[config.mk]
export PLATFORM = sky130hd
export DESIGN_NAME = object_track_table_update_unit
export DESIGN_NICKNAME = d
export VERILOG_FILES = /design/src/design/ottu_pkg.sv /design/src/design/object_track_table_update_unit.sv /design/src/design/ottu_cell.sv /design/src/design/ottu_dist.sv
export SDC_FILE = /design/constraint.sdc
export NUM_CORES = 2
export LEC_CHECK = 0
export BUFFER_PORTS_ARGS = -buffer_cell sky130_fd_sc_hd__clkbuf_2
export CAP_MARGIN = 20
export CORE_ASPECT_RATIO = 0.75
export CORE_MARGIN = 10
export CORE_UTILIZATION = 40
export CTS_CLUSTER_DIAMETER = 40
export DETAILED_ROUTE_END_ITERATION = 16
export PLACE_DENSITY = 0.57
export SETUP_SLACK_MARGIN = 0.4
export SYNTH_ARGS = -nofsm -noshare
export SYNTH_HDL_FRONTEND = slang
export SYNTH_SLANG_ARGS = --single-unit
export TNS_END_PERCENT = 50
[constraint.sdc]
create_clock -name clk -period 13.6 [get_ports clk]
set_clock_uncertainty 0.15 [all_clocks]
set_input_delay 2.04 -clock clk [delete_from_list [all_inputs] [get_ports clk]]
set_output_delay 2.04 -clock clk [all_outputs]
set_load 0.01 [all_outputs]
[src/design/ottu_pkg.sv]
`timescale 1ns / 1ps
package ottu_pkg;

	localparam int SERIAL_W  = 16;
	localparam int TIMER_W   = 20;
	localparam int ELAPSED_W = 16;
	localparam int GATE_W    = 7;
	localparam int LIMIT_W   = 14;
	localparam int HELD_W    = 5;
	localparam int CFG_IDX_W = 2;
	localparam int CFG_DAT_W = 14;

	localparam logic [CFG_IDX_W-1:0] REG_MATCH_DISTANCE = 2'd0;
	localparam logic [CFG_IDX_W-1:0] REG_IDLE_LIMIT     = 2'd1;
	localparam logic [CFG_IDX_W-1:0] REG_VIEW_LIFE      = 2'd2;

	localparam logic [GATE_W-1:0]  MATCH_DISTANCE_RST = 7'd50;
	localparam logic [LIMIT_W-1:0] IDLE_LIMIT_RST     = 14'd500;
	localparam logic [LIMIT_W-1:0] VIEW_LIFE_RST      = 14'd1000;

	localparam logic OP_DETECTION = 1'b0;
	localparam logic OP_FRAME_END = 1'b1;

	typedef enum logic [2:0] {
		ST_IDLE,
		ST_MRD,
		ST_MCMP,
		ST_POP,
		ST_ARD,
		ST_ADD,
		ST_EMIT
	} state_t;

	typedef struct packed {
		logic upd;
		logic shift;
		logic ins;
	} cell_ctl_t;

	function automatic logic [TIMER_W-1:0] sat_add(input logic [TIMER_W-1:0] a,
		input logic [ELAPSED_W-1:0] b);
		logic [TIMER_W:0] s;
		s = {1'b0, a} + (TIMER_W+1)'(b);
		return s[TIMER_W] ? {TIMER_W{1'b1}} : s[TIMER_W-1:0];
	endfunction

endpackage

[src/design/object_track_table_update_unit.sv]
`timescale 1ns / 1ps
// channel  | dir | handshake             | payload
// s_*      | in  | s_tvalid / s_tready   | s_tdata boxes + elapsed, s_tuser operation
// m_*      | out | m_tvalid / m_tready   | m_tdata track report, m_tuser entry_valid, m_tlast
// cfg_*    | in  | cfg_valid / cfg_ready | cfg_index, cfg_data
//
// a detection beat is stored and leaves the unit ready for the next beat; a frame end
// walks the head cell over the detection store (one read, one compare) for each track,
// then adds unclaimed detections as new tracks and emits the track report
// the track table is a chain of cells; compaction rotates entries through the head
// arst_n clears control and counters and loads config defaults; table payload is not reset
// input is taken only between frames; results wait in the output register on stall
module object_track_table_update_unit #(
	parameter int MAX_TRACKS     = 16,
	parameter int MAX_DETECTIONS = 16,
	parameter int COORD_BITS     = 11
) (
	input  logic clk,
	input  logic arst_n,
	input  logic s_tvalid,
	output logic s_tready,
	// box_left, box_top, box_right, box_bottom, elapsed_ms
	input  logic [((4*COORD_BITS+ottu_pkg::ELAPSED_W+7)/8)*8-1:0] s_tdata,
	// operation
	input  logic s_tuser,
	output logic m_tvalid,
	input  logic m_tready,
	// track_number, out_left, out_top, out_right, out_bottom, shown, tracks_held, overflow
	output logic [((4*COORD_BITS+23+7)/8)*8-1:0] m_tdata,
	// entry_valid
	output logic m_tuser,
	output logic m_tlast,
	input  logic cfg_valid,
	output logic cfg_ready,
	input  logic [ottu_pkg::CFG_IDX_W-1:0] cfg_index,
	input  logic [ottu_pkg::CFG_DAT_W-1:0] cfg_data
);

	localparam int CW  = COORD_BITS;
	localparam int BW  = 4*CW;
	localparam int SW  = ottu_pkg::SERIAL_W;
	localparam int TW  = ottu_pkg::TIMER_W;
	localparam int EW  = BW + SW + 2*TW;
	localparam int CTW = $clog2(MAX_TRACKS+1);
	localparam int DTW = $clog2(MAX_DETECTIONS+1);
	localparam int DIW = (MAX_DETECTIONS > 1) ? $clog2(MAX_DETECTIONS) : 1;
	localparam int SDW = ((BW+ottu_pkg::ELAPSED_W+7)/8)*8;
	localparam int MDW = ((BW+23+7)/8)*8;
	localparam int MFW = BW + 23;

	ottu_pkg::state_t state_q, state_d;

	logic [ottu_pkg::GATE_W-1:0]  match_dist_q;
	logic [ottu_pkg::LIMIT_W-1:0] idle_limit_q, view_life_q;

	logic [CTW-1:0] cnt_q, proc_q, ecnt_q;
	logic [DTW-1:0] j_q, dtotal_q;
	logic [MAX_DETECTIONS-1:0] claimed_q;
	logic drop_q, ovf_q, matched_q;
	logic [ottu_pkg::ELAPSED_W-1:0] elapsed_q;
	logic [SW-1:0] serial_q;

	logic [BW-1:0] dstore_q [MAX_DETECTIONS];
	logic [BW-1:0] drd_q;

	logic [EW-1:0] cell_q [MAX_TRACKS];
	logic [EW-1:0] head, upd_data, ins_data, aged, fresh;
	logic [BW-1:0] h_box, avg_box;
	logic [SW-1:0] h_ser;
	logic [TW-1:0] h_life, h_idle;

	logic upd, shift, ins_en, near, hit, keep, slot_free, s_acc, emit_last;
	logic [CTW-1:0] ins_pos;

	logic [MDW-1:0] out_data_q;
	logic out_user_q, out_last_q, out_valid_q;

	assign s_acc     = s_tvalid && s_tready;
	assign s_tready  = (state_q == ottu_pkg::ST_IDLE);
	assign cfg_ready = 1'b1;
	assign slot_free = !out_valid_q || m_tready;

	assign head   = cell_q[0];
	assign h_box  = head[BW-1:0];
	assign h_ser  = head[BW +: SW];
	assign h_life = head[BW+SW +: TW];
	assign h_idle = head[BW+SW+TW +: TW];

	for (genvar k = 0; k < 4; k++) begin : g_avg
		logic [CW:0] s;
		assign s = (CW+1)'(h_box[k*CW +: CW]) + (CW+1)'(drd_q[k*CW +: CW]);
		assign avg_box[k*CW +: CW] = s[CW:1];
	end

	assign upd_data = {{TW{1'b0}}, ottu_pkg::sat_add(h_life, elapsed_q), h_ser, avg_box};
	assign aged = {ottu_pkg::sat_add(h_idle, elapsed_q), ottu_pkg::sat_add(h_life, elapsed_q),
		h_ser, h_box};
	assign fresh = {{TW{1'b0}}, {TW{1'b0}}, serial_q, drd_q};

	ottu_dist #(.CW(CW)) u_dist (
		.tbox(h_box),
		.dbox(drd_q),
		.gate(match_dist_q),
		.near(near)
	);

	assign hit  = !claimed_q[j_q[DIW-1:0]] && near;
	assign keep = matched_q || (h_idle < TW'(idle_limit_q));
	assign emit_last = (ecnt_q == cnt_q - CTW'(1));

	// chain of cells; cell 0 is the head
	for (genvar g = 0; g < MAX_TRACKS; g++) begin : g_cell
		ottu_pkg::cell_ctl_t ctl;
		logic [EW-1:0] nbr;
		assign ctl.upd   = upd && (g == 0);
		assign ctl.shift = shift;
		assign ctl.ins   = ins_en && (ins_pos == CTW'(g));
		if (g == MAX_TRACKS-1) begin : g_tail
			assign nbr = '0;
		end else begin : g_mid
			assign nbr = cell_q[g+1];
		end
		ottu_cell #(.W(EW)) u_cell (
			.clk(clk),
			.ctl(ctl),
			.upd_data(upd_data),
			.ins_data(ins_data),
			.nbr(nbr),
			.q(cell_q[g])
		);
	end

	// next state
	always_comb begin
		state_d = state_q;
		case (state_q)
			ottu_pkg::ST_IDLE: begin
				if (s_acc && s_tuser == ottu_pkg::OP_FRAME_END) begin
					state_d = (cnt_q == '0) ? ottu_pkg::ST_ARD : ottu_pkg::ST_MRD;
				end
			end
			ottu_pkg::ST_MRD: begin
				state_d = (j_q >= dtotal_q) ? ottu_pkg::ST_POP : ottu_pkg::ST_MCMP;
			end
			ottu_pkg::ST_MCMP: begin
				state_d = hit ? ottu_pkg::ST_POP : ottu_pkg::ST_MRD;
			end
			ottu_pkg::ST_POP: begin
				state_d = (proc_q == CTW'(1)) ? ottu_pkg::ST_ARD : ottu_pkg::ST_MRD;
			end
			ottu_pkg::ST_ARD: begin
				state_d = (j_q >= dtotal_q) ? ottu_pkg::ST_EMIT : ottu_pkg::ST_ADD;
			end
			ottu_pkg::ST_ADD: begin
				state_d = ottu_pkg::ST_ARD;
			end
			ottu_pkg::ST_EMIT: begin
				if (slot_free && (cnt_q == '0 || emit_last)) begin
					state_d = ottu_pkg::ST_IDLE;
				end
			end
			default: state_d = ottu_pkg::ST_IDLE;
		endcase
	end

	// cell chain control
	always_comb begin
		upd      = 1'b0;
		shift    = 1'b0;
		ins_en   = 1'b0;
		ins_pos  = '0;
		ins_data = head;
		case (state_q)
			ottu_pkg::ST_MCMP: begin
				upd = hit;
			end
			ottu_pkg::ST_POP: begin
				// kept entries go behind the ones still waiting
				shift    = 1'b1;
				ins_en   = keep;
				ins_pos  = cnt_q - CTW'(1);
				ins_data = matched_q ? head : aged;
			end
			ottu_pkg::ST_ADD: begin
				ins_en   = !claimed_q[j_q[DIW-1:0]] && (cnt_q < CTW'(MAX_TRACKS));
				ins_pos  = cnt_q;
				ins_data = fresh;
			end
			ottu_pkg::ST_EMIT: begin
				if (slot_free && cnt_q != '0) begin
					shift   = 1'b1;
					ins_en  = 1'b1;
					ins_pos = cnt_q - CTW'(1);
				end
			end
			default: ;
		endcase
	end

	always_ff @(posedge clk) begin
		if (s_acc && s_tuser == ottu_pkg::OP_DETECTION && dtotal_q < DTW'(MAX_DETECTIONS)) begin
			dstore_q[dtotal_q[DIW-1:0]] <= s_tdata[BW-1:0];
		end
		drd_q <= dstore_q[j_q[DIW-1:0]];
	end

	always_ff @(posedge clk or negedge arst_n) begin
		if (!arst_n) begin
			state_q      <= ottu_pkg::ST_IDLE;
			match_dist_q <= ottu_pkg::MATCH_DISTANCE_RST;
			idle_limit_q <= ottu_pkg::IDLE_LIMIT_RST;
			view_life_q  <= ottu_pkg::VIEW_LIFE_RST;
			cnt_q        <= '0;
			proc_q       <= '0;
			ecnt_q       <= '0;
			j_q          <= '0;
			dtotal_q     <= '0;
			claimed_q    <= '0;
			drop_q       <= 1'b0;
			ovf_q        <= 1'b0;
			matched_q    <= 1'b0;
			elapsed_q    <= '0;
			serial_q     <= '0;
			out_valid_q  <= 1'b0;
		end else begin
			state_q <= state_d;
			if (cfg_valid) begin
				case (cfg_index)
					ottu_pkg::REG_MATCH_DISTANCE: match_dist_q <= cfg_data[ottu_pkg::GATE_W-1:0];
					ottu_pkg::REG_IDLE_LIMIT:     idle_limit_q <= cfg_data;
					ottu_pkg::REG_VIEW_LIFE:      view_life_q  <= cfg_data;
					default: ;
				endcase
			end
			if (out_valid_q && m_tready && !(state_q == ottu_pkg::ST_EMIT && slot_free)) begin
				out_valid_q <= 1'b0;
			end
			case (state_q)
				ottu_pkg::ST_IDLE: begin
					if (s_acc) begin
						if (s_tuser == ottu_pkg::OP_FRAME_END) begin
							proc_q    <= cnt_q;
							j_q       <= '0;
							matched_q <= 1'b0;
							ovf_q     <= drop_q;
							elapsed_q <= s_tdata[BW +: ottu_pkg::ELAPSED_W];
						end else if (dtotal_q < DTW'(MAX_DETECTIONS)) begin
							dtotal_q <= dtotal_q + DTW'(1);
						end else begin
							drop_q <= 1'b1;
						end
					end
				end
				ottu_pkg::ST_MCMP: begin
					if (hit) begin
						claimed_q[j_q[DIW-1:0]] <= 1'b1;
						matched_q <= 1'b1;
					end else begin
						j_q <= j_q + DTW'(1);
					end
				end
				ottu_pkg::ST_POP: begin
					proc_q    <= proc_q - CTW'(1);
					j_q       <= '0;
					matched_q <= 1'b0;
					if (!keep) begin
						cnt_q <= cnt_q - CTW'(1);
					end
				end
				ottu_pkg::ST_ARD: begin
					if (j_q >= dtotal_q) begin
						ecnt_q    <= '0;
						dtotal_q  <= '0;
						claimed_q <= '0;
						drop_q    <= 1'b0;
					end
				end
				ottu_pkg::ST_ADD: begin
					j_q <= j_q + DTW'(1);
					if (!claimed_q[j_q[DIW-1:0]]) begin
						if (cnt_q < CTW'(MAX_TRACKS)) begin
							cnt_q    <= cnt_q + CTW'(1);
							serial_q <= serial_q + SW'(1);
						end else begin
							ovf_q <= 1'b1;
						end
					end
				end
				ottu_pkg::ST_EMIT: begin
					if (slot_free) begin
						out_valid_q <= 1'b1;
						ecnt_q      <= ecnt_q + CTW'(1);
					end
				end
				default: ;
			endcase
		end
	end

	// result beat payload
	always_ff @(posedge clk) begin
		if (state_q == ottu_pkg::ST_EMIT && slot_free) begin
			if (cnt_q == '0) begin
				out_data_q <= MDW'({ovf_q, {(MFW-1){1'b0}}});
				out_user_q <= 1'b0;
				out_last_q <= 1'b1;
			end else begin
				out_data_q <= MDW'({ovf_q, ottu_pkg::HELD_W'(cnt_q),
					h_life > TW'(view_life_q), h_box, h_ser});
				out_user_q <= 1'b1;
				out_last_q <= emit_last;
			end
		end
	end

	assign m_tvalid = out_valid_q;
	assign m_tdata  = out_data_q;
	assign m_tuser  = out_user_q;
	assign m_tlast  = out_last_q;

`ifndef SYNTH
	a_cnt_bound: assert property (@(posedge clk) disable iff (!arst_n)
		cnt_q <= CTW'(MAX_TRACKS)) else $error("track count beyond table size");
	a_det_bound: assert property (@(posedge clk) disable iff (!arst_n)
		dtotal_q <= DTW'(MAX_DETECTIONS)) else $error("detection count beyond store size");
	a_proc_bound: assert property (@(posedge clk) disable iff (!arst_n)
		proc_q <= cnt_q) else $error("unprocessed tracks exceed table count");
	a_idle_clear: assert property (@(posedge clk) disable iff (!arst_n)
		(state_q == ottu_pkg::ST_EMIT && state_d == ottu_pkg::ST_IDLE) |=> (dtotal_q == '0))
		else $error("detections left over after frame end");
`endif

endmodule

[src/design/ottu_cell.sv]
`timescale 1ns / 1ps
module ottu_cell #(
	parameter int W = 8
) (
	input  logic               clk,
	input  ottu_pkg::cell_ctl_t ctl,
	input  logic [W-1:0]       upd_data,
	input  logic [W-1:0]       ins_data,
	input  logic [W-1:0]       nbr,
	output logic [W-1:0]       q
);

	logic [W-1:0] entry_q;

	// head update wins, then insert, then shift from the neighbor
	always_ff @(posedge clk) begin
		if (ctl.upd) begin
			entry_q <= upd_data;
		end else if (ctl.ins) begin
			entry_q <= ins_data;
		end else if (ctl.shift) begin
			entry_q <= nbr;
		end
	end

	assign q = entry_q;

endmodule

[src/design/ottu_dist.sv]
`timescale 1ns / 1ps
module ottu_dist #(
	parameter int CW = 11
) (
	input  logic [4*CW-1:0]             tbox,
	input  logic [4*CW-1:0]             dbox,
	input  logic [ottu_pkg::GATE_W-1:0] gate,
	output logic                        near
);

	logic [CW:0]     tsx, tsy, dsx, dsy, dx, dy;
	logic [2*CW+1:0] dx2, dy2;
	logic [2*CW+2:0] dsum;
	logic [ottu_pkg::GATE_W:0]       g2x;
	logic [2*ottu_pkg::GATE_W+1:0]   g2;

	// doubled centers keep the comparison exact
	always_comb begin
		tsx = (CW+1)'(tbox[0*CW +: CW]) + (CW+1)'(tbox[2*CW +: CW]);
		tsy = (CW+1)'(tbox[1*CW +: CW]) + (CW+1)'(tbox[3*CW +: CW]);
		dsx = (CW+1)'(dbox[0*CW +: CW]) + (CW+1)'(dbox[2*CW +: CW]);
		dsy = (CW+1)'(dbox[1*CW +: CW]) + (CW+1)'(dbox[3*CW +: CW]);
		dx  = (tsx > dsx) ? tsx - dsx : dsx - tsx;
		dy  = (tsy > dsy) ? tsy - dsy : dsy - tsy;
		dx2 = (2*CW+2)'(dx) * (2*CW+2)'(dx);
		dy2 = (2*CW+2)'(dy) * (2*CW+2)'(dy);
		dsum = (2*CW+3)'(dx2) + (2*CW+3)'(dy2);
		g2x = {gate, 1'b0};
		g2  = (2*ottu_pkg::GATE_W+2)'(g2x) * (2*ottu_pkg::GATE_W+2)'(g2x);
		near = dsum < (2*CW+3)'(g2);
	end

endmodule

# Word-level counts from Yosys, hierarchy flattened
# Memory sizes are Yosys's and may differ from the RTL's. A register that Yosys moved wholly into a read port is not among the register bits.
# Cells that the tools add are included.
[word_totals]
register_bits = 1789
mem_bits_rw = 704
output_inout_bits = 77
n_memories = 1
[op_classes]
muxes = 98
addsub = 22
n_lt_le_gt_ge = 10
reduce_logical = 80
eq_ne = 40
bitwise = 4
multipliers = 3
[memory_table]
columns = ["name", "words", "word_bits", "read_ports", "rd_clocked_by_memory_dff", "wr", "line_no", "rtl"]
rows = [
  ["dstore_q", 16, 44, 1, 1, 1, "object_track_table_update_unit.sv:63", "logic [BW-1:0] dstore_q [MAX_DETECTIONS];"],
]
[ops]
columns = ["cell", "count"]
rows = [
  ["2-to-1 mux 100 bit", 33],
  ["case mux 100 bit (2 select lines)", 1],
  ["adder 11 x 11 -> 12 bit", 8],
  ["2-to-1 mux 80 bit", 1],
  ["2-to-1 mux 5 bit", 14],
  ["multiplier 12 x 12 -> 24 bit", 2],
  ["subtractor 12 bit", 4],
  ["nonzero test 2 bit", 22],
  ["adder 20 x 16 -> 21 bit", 2],
  ["equality test 5 x 4 -> 1 bit (second input constant)", 8],
  ["2-to-1 mux 20 bit", 2],
  ["case mux 5 bit (2 select lines)", 4],
  ["2-to-1 mux 16 bit", 2],
  ["case mux 16 bit (2 select lines)", 1],
  ["logical AND 1 bit", 28],
  ["adder 24 x 24 -> 25 bit", 1],
  ["less-than comparator 25 x 16 -> 1 bit", 1],
  ["greater-than comparator 12 bit", 2],
  ["2-to-1 mux 12 bit", 2],
  ["2-to-1 mux 1 bit", 22],
  ["inequality test 2 bit (second input constant)", 11],
  ["case mux 3 bit (7 select lines)", 1],
  ["adder 5 x 1 -> 5 bit (second input constant)", 4],
  ["equality test 5 x 3 -> 1 bit (second input constant)", 4],
  ["other kinds (40)", 77],
]

# Logic depth before layout (Yosys ltp)
[depth]
depth_word = 10
depth_mapped = 58
ltp_nobuf = 55

# Cells and area by module
# A second synthesis with hierarchy kept.
[hier_totals]
cells_unflattened = 11127
hier_area_um2 = 137151.5
[by_module_without_submodules]
columns = ["module", "cells_each", "seq_area_each_um2", "area_per_inst_um2", "n_inst"]
rows = [
  ["ottu_cell", 434, 3002.9, 5172.5, 16],
  ["object_track_table_update_unit", 2577, 26989.6, 40919.2, 1],
  ["ottu_dist", 1606, 0.0, 13472.9, 1],
]

# Least setup slack after synthesis
# Ideal clock, no wire load.
[synth_timing]
path_type = "register to register"
startpoint = "register g_cell[0].u_cell.entry_q[11]"
endpoint = "register g_cell[0].u_cell.entry_q[0] (enable)"
slack_ns = -0.598
t_required_ns = 13.017
path_buffers = 4
path_stages_with_launch = 55
arrival_ns = 13.615
period_less_slack_ns = 14.198
setup_ns = 0.433
cell_sequence = "edfxtp_1 -> ha_1 -> fa_1 -> a21oi_1 -> nor2_1 -> nor2_1 -> o21bai_1 -> a21oi_1 -> o21bai_1 -> a21oi_1 -> o21bai_1 -> a21oi_1 -> xor2_1 -> ha_1 -> clkbuf_2 -> nand4_1 -> or4_1 -> nand2_1 -> (+19 left out) -> ha_1 -> o21a_1 -> o211ai_1 -> a21boi_0 -> a21oi_1 -> o21bai_1 -> xor2_1 -> ha_1 -> a22oi_1 -> o21ai_0 -> or4_1 -> a311oi_1 -> nand4bb_1 -> nor4bb_1 -> nand3_1 -> clkbuf_1 -> clkbuf_1 -> nand3_1"
[synth_between]
elab_chain_len = 9
[synth_lines]
columns = ["element", "line_no", "rtl"]
rows = [
  ["from (decl)", "ottu_cell.sv:13", "logic [W-1:0] entry_q;"],
  ["from (signal assigned)", "ottu_cell.sv:18", "entry_q <= upd_data;"],
  ["from (signal assigned)", "ottu_cell.sv:20", "entry_q <= ins_data;"],
  ["from (signal assigned)", "ottu_cell.sv:22", "entry_q <= nbr;"],
  ["adder 11 x 11 -> 12 bit *", "ottu_dist.sv:20", "tsy = (CW+1)'(tbox[1*CW +: CW]) + (CW+1)'(tbox[3*CW +: CW]);"],
  ["subtractor 12 bit or greater-than comparator 12 bit (tied branches)", "ottu_dist.sv:24", "dy = (tsy > dsy) ? tsy - dsy : dsy - tsy;"],
  ["2-to-1 mux 12 bit *", "ottu_dist.sv:24", ""],
  ["multiplier 12 x 12 -> 24 bit *", "ottu_dist.sv:26", "dy2 = (2*CW+2)'(dy) * (2*CW+2)'(dy);"],
  ["adder 24 x 24 -> 25 bit *", "ottu_dist.sv:27", "dsum = (2*CW+3)'(dx2) + (2*CW+3)'(dy2);"],
  ["less-than comparator 25 x 16 -> 1 bit *", "ottu_dist.sv:30", "near = dsum < (2*CW+3)'(g2);"],
  ["logical AND 1 bit *", "object_track_table_update_unit.sv:107", "assign hit = !claimed_q[j_q[DIW-1:0]] && near;"],
  ["2-to-1 mux 1 bit *", "object_track_table_update_unit.sv:173", "case (state_q)"],
  ["nonzero test 3 bit (no line) *", "--", ""],
]
# Every way passes the cells marked *; elsewhere a longest branch is shown, timed or not.
# A chain may end at the register's enable or synchronous reset.

# Worst setup path after layout
[layout_timing]
startpoint = "register g_cell[0].u_cell.entry_q[33]"
endpoint = "register g_cell[0].u_cell.entry_q[33] (enable)"
# The elaborated chain is that of the path after synthesis.

==> flow_metrics.py <==
metrics = {
    "die": {
        "initial_core_util": 0.402,
        "row_count": 174,
        "io_pins": 163,
        "core_region_area_um2": 300000,
        "die_width_um": 654,
        "die-area_um2": 324000,
        "die_h_um": 496,
    },
    "synth": {
        "async_flop_share": 0.0454,
        "syn_area_um2": 121000,
        "synthFlopType": "edfxtp_1",
        "synth.distinct_cells": 91,
        "ys_ff_latch": 2532,
        "ys_top_cells_by_area": "edfxtp_1 59%, mux2_2 5.6%, mux4_2 4.2%",
        "synth_warnings": 0,
        "yosys-top-cells-count": "2,353 x edfxtp_1, 868 x nor2_1, 729 x nand2_1",
        "synth_edf_count": 2353,
        "synth_most_common_cell": "edfxtp_1",
        "synth_top_area_frac": 0.585,
        "avgSynthCellArea_um2": 13.5,
        "synthCells": 8917,
        "synth_largest_area_cell": "edfxtp_1",
        "seq_area_frac_synth": 0.620,
    },
    "routing": {
        "wl_mm": 335,
        "vias_per_cell": 5.53,
        "ant_nets": 0,
        "via_count": 74600,
        "dr.pass1.iters": 8,
        "initialDrtViolationCount": 7813,
        "routedWlPerCell_um": 24.8,
        "remaining_drc_errors": 0,
    },
    "sta": {
        "setup_viol_count_final": 0,
        "max_slew_margin": 0.162,
        "max_freq_mhz": 76.7,
        "rsz0062_at_grt": "yes",
        "finalMaxSlewViolations": 0,
        "min_period_ns": 13.04,
        "min_period_over_period": 0.959,
        "hold_viol": 0,
        "max_slew.worst_pin.slew_ns": 1.26,
    },
    "placement": {
        "placed_area_um2": 127000,
        "hpwl_mm": 206,
        "place_congestion": 0.888,
        "dp_cells": 12800,
        "io_buffers": 152,
    },
    "critical_path": {
        "critPathLaunchType": "flop",
        "crit_type": "reg -> reg",
        "crit_arrival_ns": 13.46,
        "crit_slowest_cell": "or4_4",
        "timing.rr.start": "g_cell[0].u_cell.q[33]$_DFFE_PP_",
        "r2r_slack_ns": 0.56,
        "max_stage_delay_ns": 0.55,
        "r2r_end": "g_cell[0].u_cell.q[33]$_DFFE_PP_",
        "worstSetupEndpointType": "flop",
        "critPathMaxFanout": 7,
        "cp_common_cell": "fa_1",
        "r2r.worst_path.cells": 55,
        "crit_required_ns": 14.03,
    },
    "clock_network": {
        "cts.sinks": 2532,
        "clock_path_buffers": 4,
        "clock_latency_ns": 0.92,
        "numCtsBuffers": 347,
        "h-tree-depth": 5,
        "cts_tree": "done",
        "cts_hold_buffers": 0,
        "cts.clk_slew.worst_paths_ns": 0.06,
        "root_buffer": "clkbuf_16",
    },
    "hold_path": {
        "hp-start": "ovf_q$_DFFE_PN0P_",
        "worstHoldPathCells": 0,
        "min_to": "m_tdata[66]$_DFFE_PP_",
        "hold_path.class": "reg -> reg",
    },
    "grt": {
        "grt_pass1_wl_mm": 495,
        "track_usage": 0.201,
        "grtUsageMet3": 0.0336,
        "grt_overflow": 0,
        "antenna_found_initial": 19,
        "grt_util_met2": 0.307,
        "grt_start_max_net_pins": 153,
        "busiest_layer": "met2",
        "grt_pass1_vias": 73600,
        "grt.met1_usage": 0.300,
    },
    "layout": {
        "fill_cells": 26400,
        "drive_gt1_frac": 0.228,
        "stdcell_area_um2": 140000,
        "multiInputGateArea_um2": 42700,
        "ff_latch_area_um2": 74900,
        "syn_to_final_growth_pct": 16.1,
        "instances_no_fill": 13500,
        "final_net_count": 9912,
        "final_core_util": 0.467,
    },
    "run": {
        "drv_cap": 0,
    },
    "outcome": {
        "status": "finished clean",
    },
}
-- cells in the final DEF, fill, tap and decap left out, types with 151 or more instances in the layout --
cell       instances
mux4_2           224
nand2_1          712
o21ai_0          388
a21oi_1          675
inv_1            460
clkbuf_16        358
clkbuf_2         151
nor2_1           835
edfxtp_1        2353
ha_1             341
buf_4            323
mux2_2           598
fa_1             223
-- kinds of logic after synthesis --
logic type,Yosys count,synth area share
flip-flops,2532,0.620
AND/OR/NAND/NOR,2108,0.0755
AO/OA/AOI/OAI,1498,0.0700
buffers and inverters,1022,0.0351
multiplexers,1004,0.113
adder cells (fa/ha/maj),577,0.0739
XOR/XNOR,174,0.0126
other,2,0.0000622
-- area by class of cell --
type | instances | share of cell area
timing repair buffer | 522 | 0.0287
inverter | 478 | 0.0129
antenna | 1 | 0.0000178
clock buffer | 391 | 0.0646
sequential | 2532 | 0.534
multi-input combinational | 5368 | 0.305
clock inverter | 249 | 0.0199
tap | 3960 | 0.0353
-- routing by layer --
metal / vias to the layer above / wire length [µm]
met4: 6 / 8680
li1: 33200 / -
met5: - / 38
met3: 487 / 24200
met1: 38300 / 154000
met2: 2592 / 148000
-- repair_timing --
action / 4_1_cts / 5_1_grt
resized for setup: 34 / 161
cloned: 2 / 5
setup buffers: 12 / 49
pin swaps: 15 / 65
endpoints found under the setup margin: 171 / 171
-- worst max-delay path by stage --
stage	depth (start not counted)	slack, ns	from	endpoint
4_1_cts	57	0.41	drd_q[11]$_DFF_P_	g_cell[0].u_cell.q[42]$_DFFE_PP_
2_1_floorplan	55	0.46	g_cell[0].u_cell.q[11]$_DFFE_PP_	g_cell[0].u_cell.q[0]$_DFFE_PP_
6_report	55	0.56	g_cell[0].u_cell.q[33]$_DFFE_PP_	g_cell[0].u_cell.q[33]$_DFFE_PP_
5_1_grt	57	0.09	g_cell[0].u_cell.q[33]$_DFFE_PP_	g_cell[0].u_cell.q[42]$_DFFE_PP_
3_3_place_gp	54	-0.30	g_cell[0].u_cell.q[33]$_DFFE_PP_	g_cell[0].u_cell.q[78]$_DFFE_PP_
3_5_place_dp	56	-0.24	g_cell[0].u_cell.q[33]$_DFFE_PP_	g_cell[0].u_cell.q[75]$_DFFE_PP_
-- per-stage QoR --
stage / setup TNS (ns) / hold slack [ns] / setup WS (ns)
6_report: 0 / 0.307 / 0.562
5_1_grt: 0 / 0.330 / 0.0938
4_1_cts: 0 / 0.311 / 0.412
3_5_place_dp: -19.15 / 0.299 / -0.240
3_3_place_gp: -30.64 / 0.307 / -0.300
2_1_floorplan: 0 / 0.276 / 0.460
-- sequential cells by signal (all words and copies together), names as in the netlist --
signal	flops
g_cell.u_cell.q	1600
dstore_q	704
m_tdata	67
drd_q	44
claimed_q	16
elapsed_q	16
serial_q	16
idle_limit_q	14
view_life_q	14
match_dist_q	7
cnt_q	5
dtotal_q	5
ecnt_q	5
j_q	5
proc_q	5
state_q	3
drop_q	1
m_tlast	1
m_tuser	1
m_tvalid	1
matched_q	1
ovf_q	1
-- critical path, delay by kind of cell (launching register included) --
| family | cells | cell delay, ns |
|---|---|---|
| XOR/XNOR | 2 | 0.23 |
| buffers and inverters | 11 | 1.44 |
| AND/OR/NAND/NOR | 13 | 2.47 |
| AO/OA/AOI/OAI | 17 | 2.91 |
| adder cells (fa/ha/maj) | 12 | 5.03 |
| flip-flops | 1 | 0.48 |
Power is not shown: default switching activity piles up to over one toggle a cycle in this logic, so the estimate is an artifact.
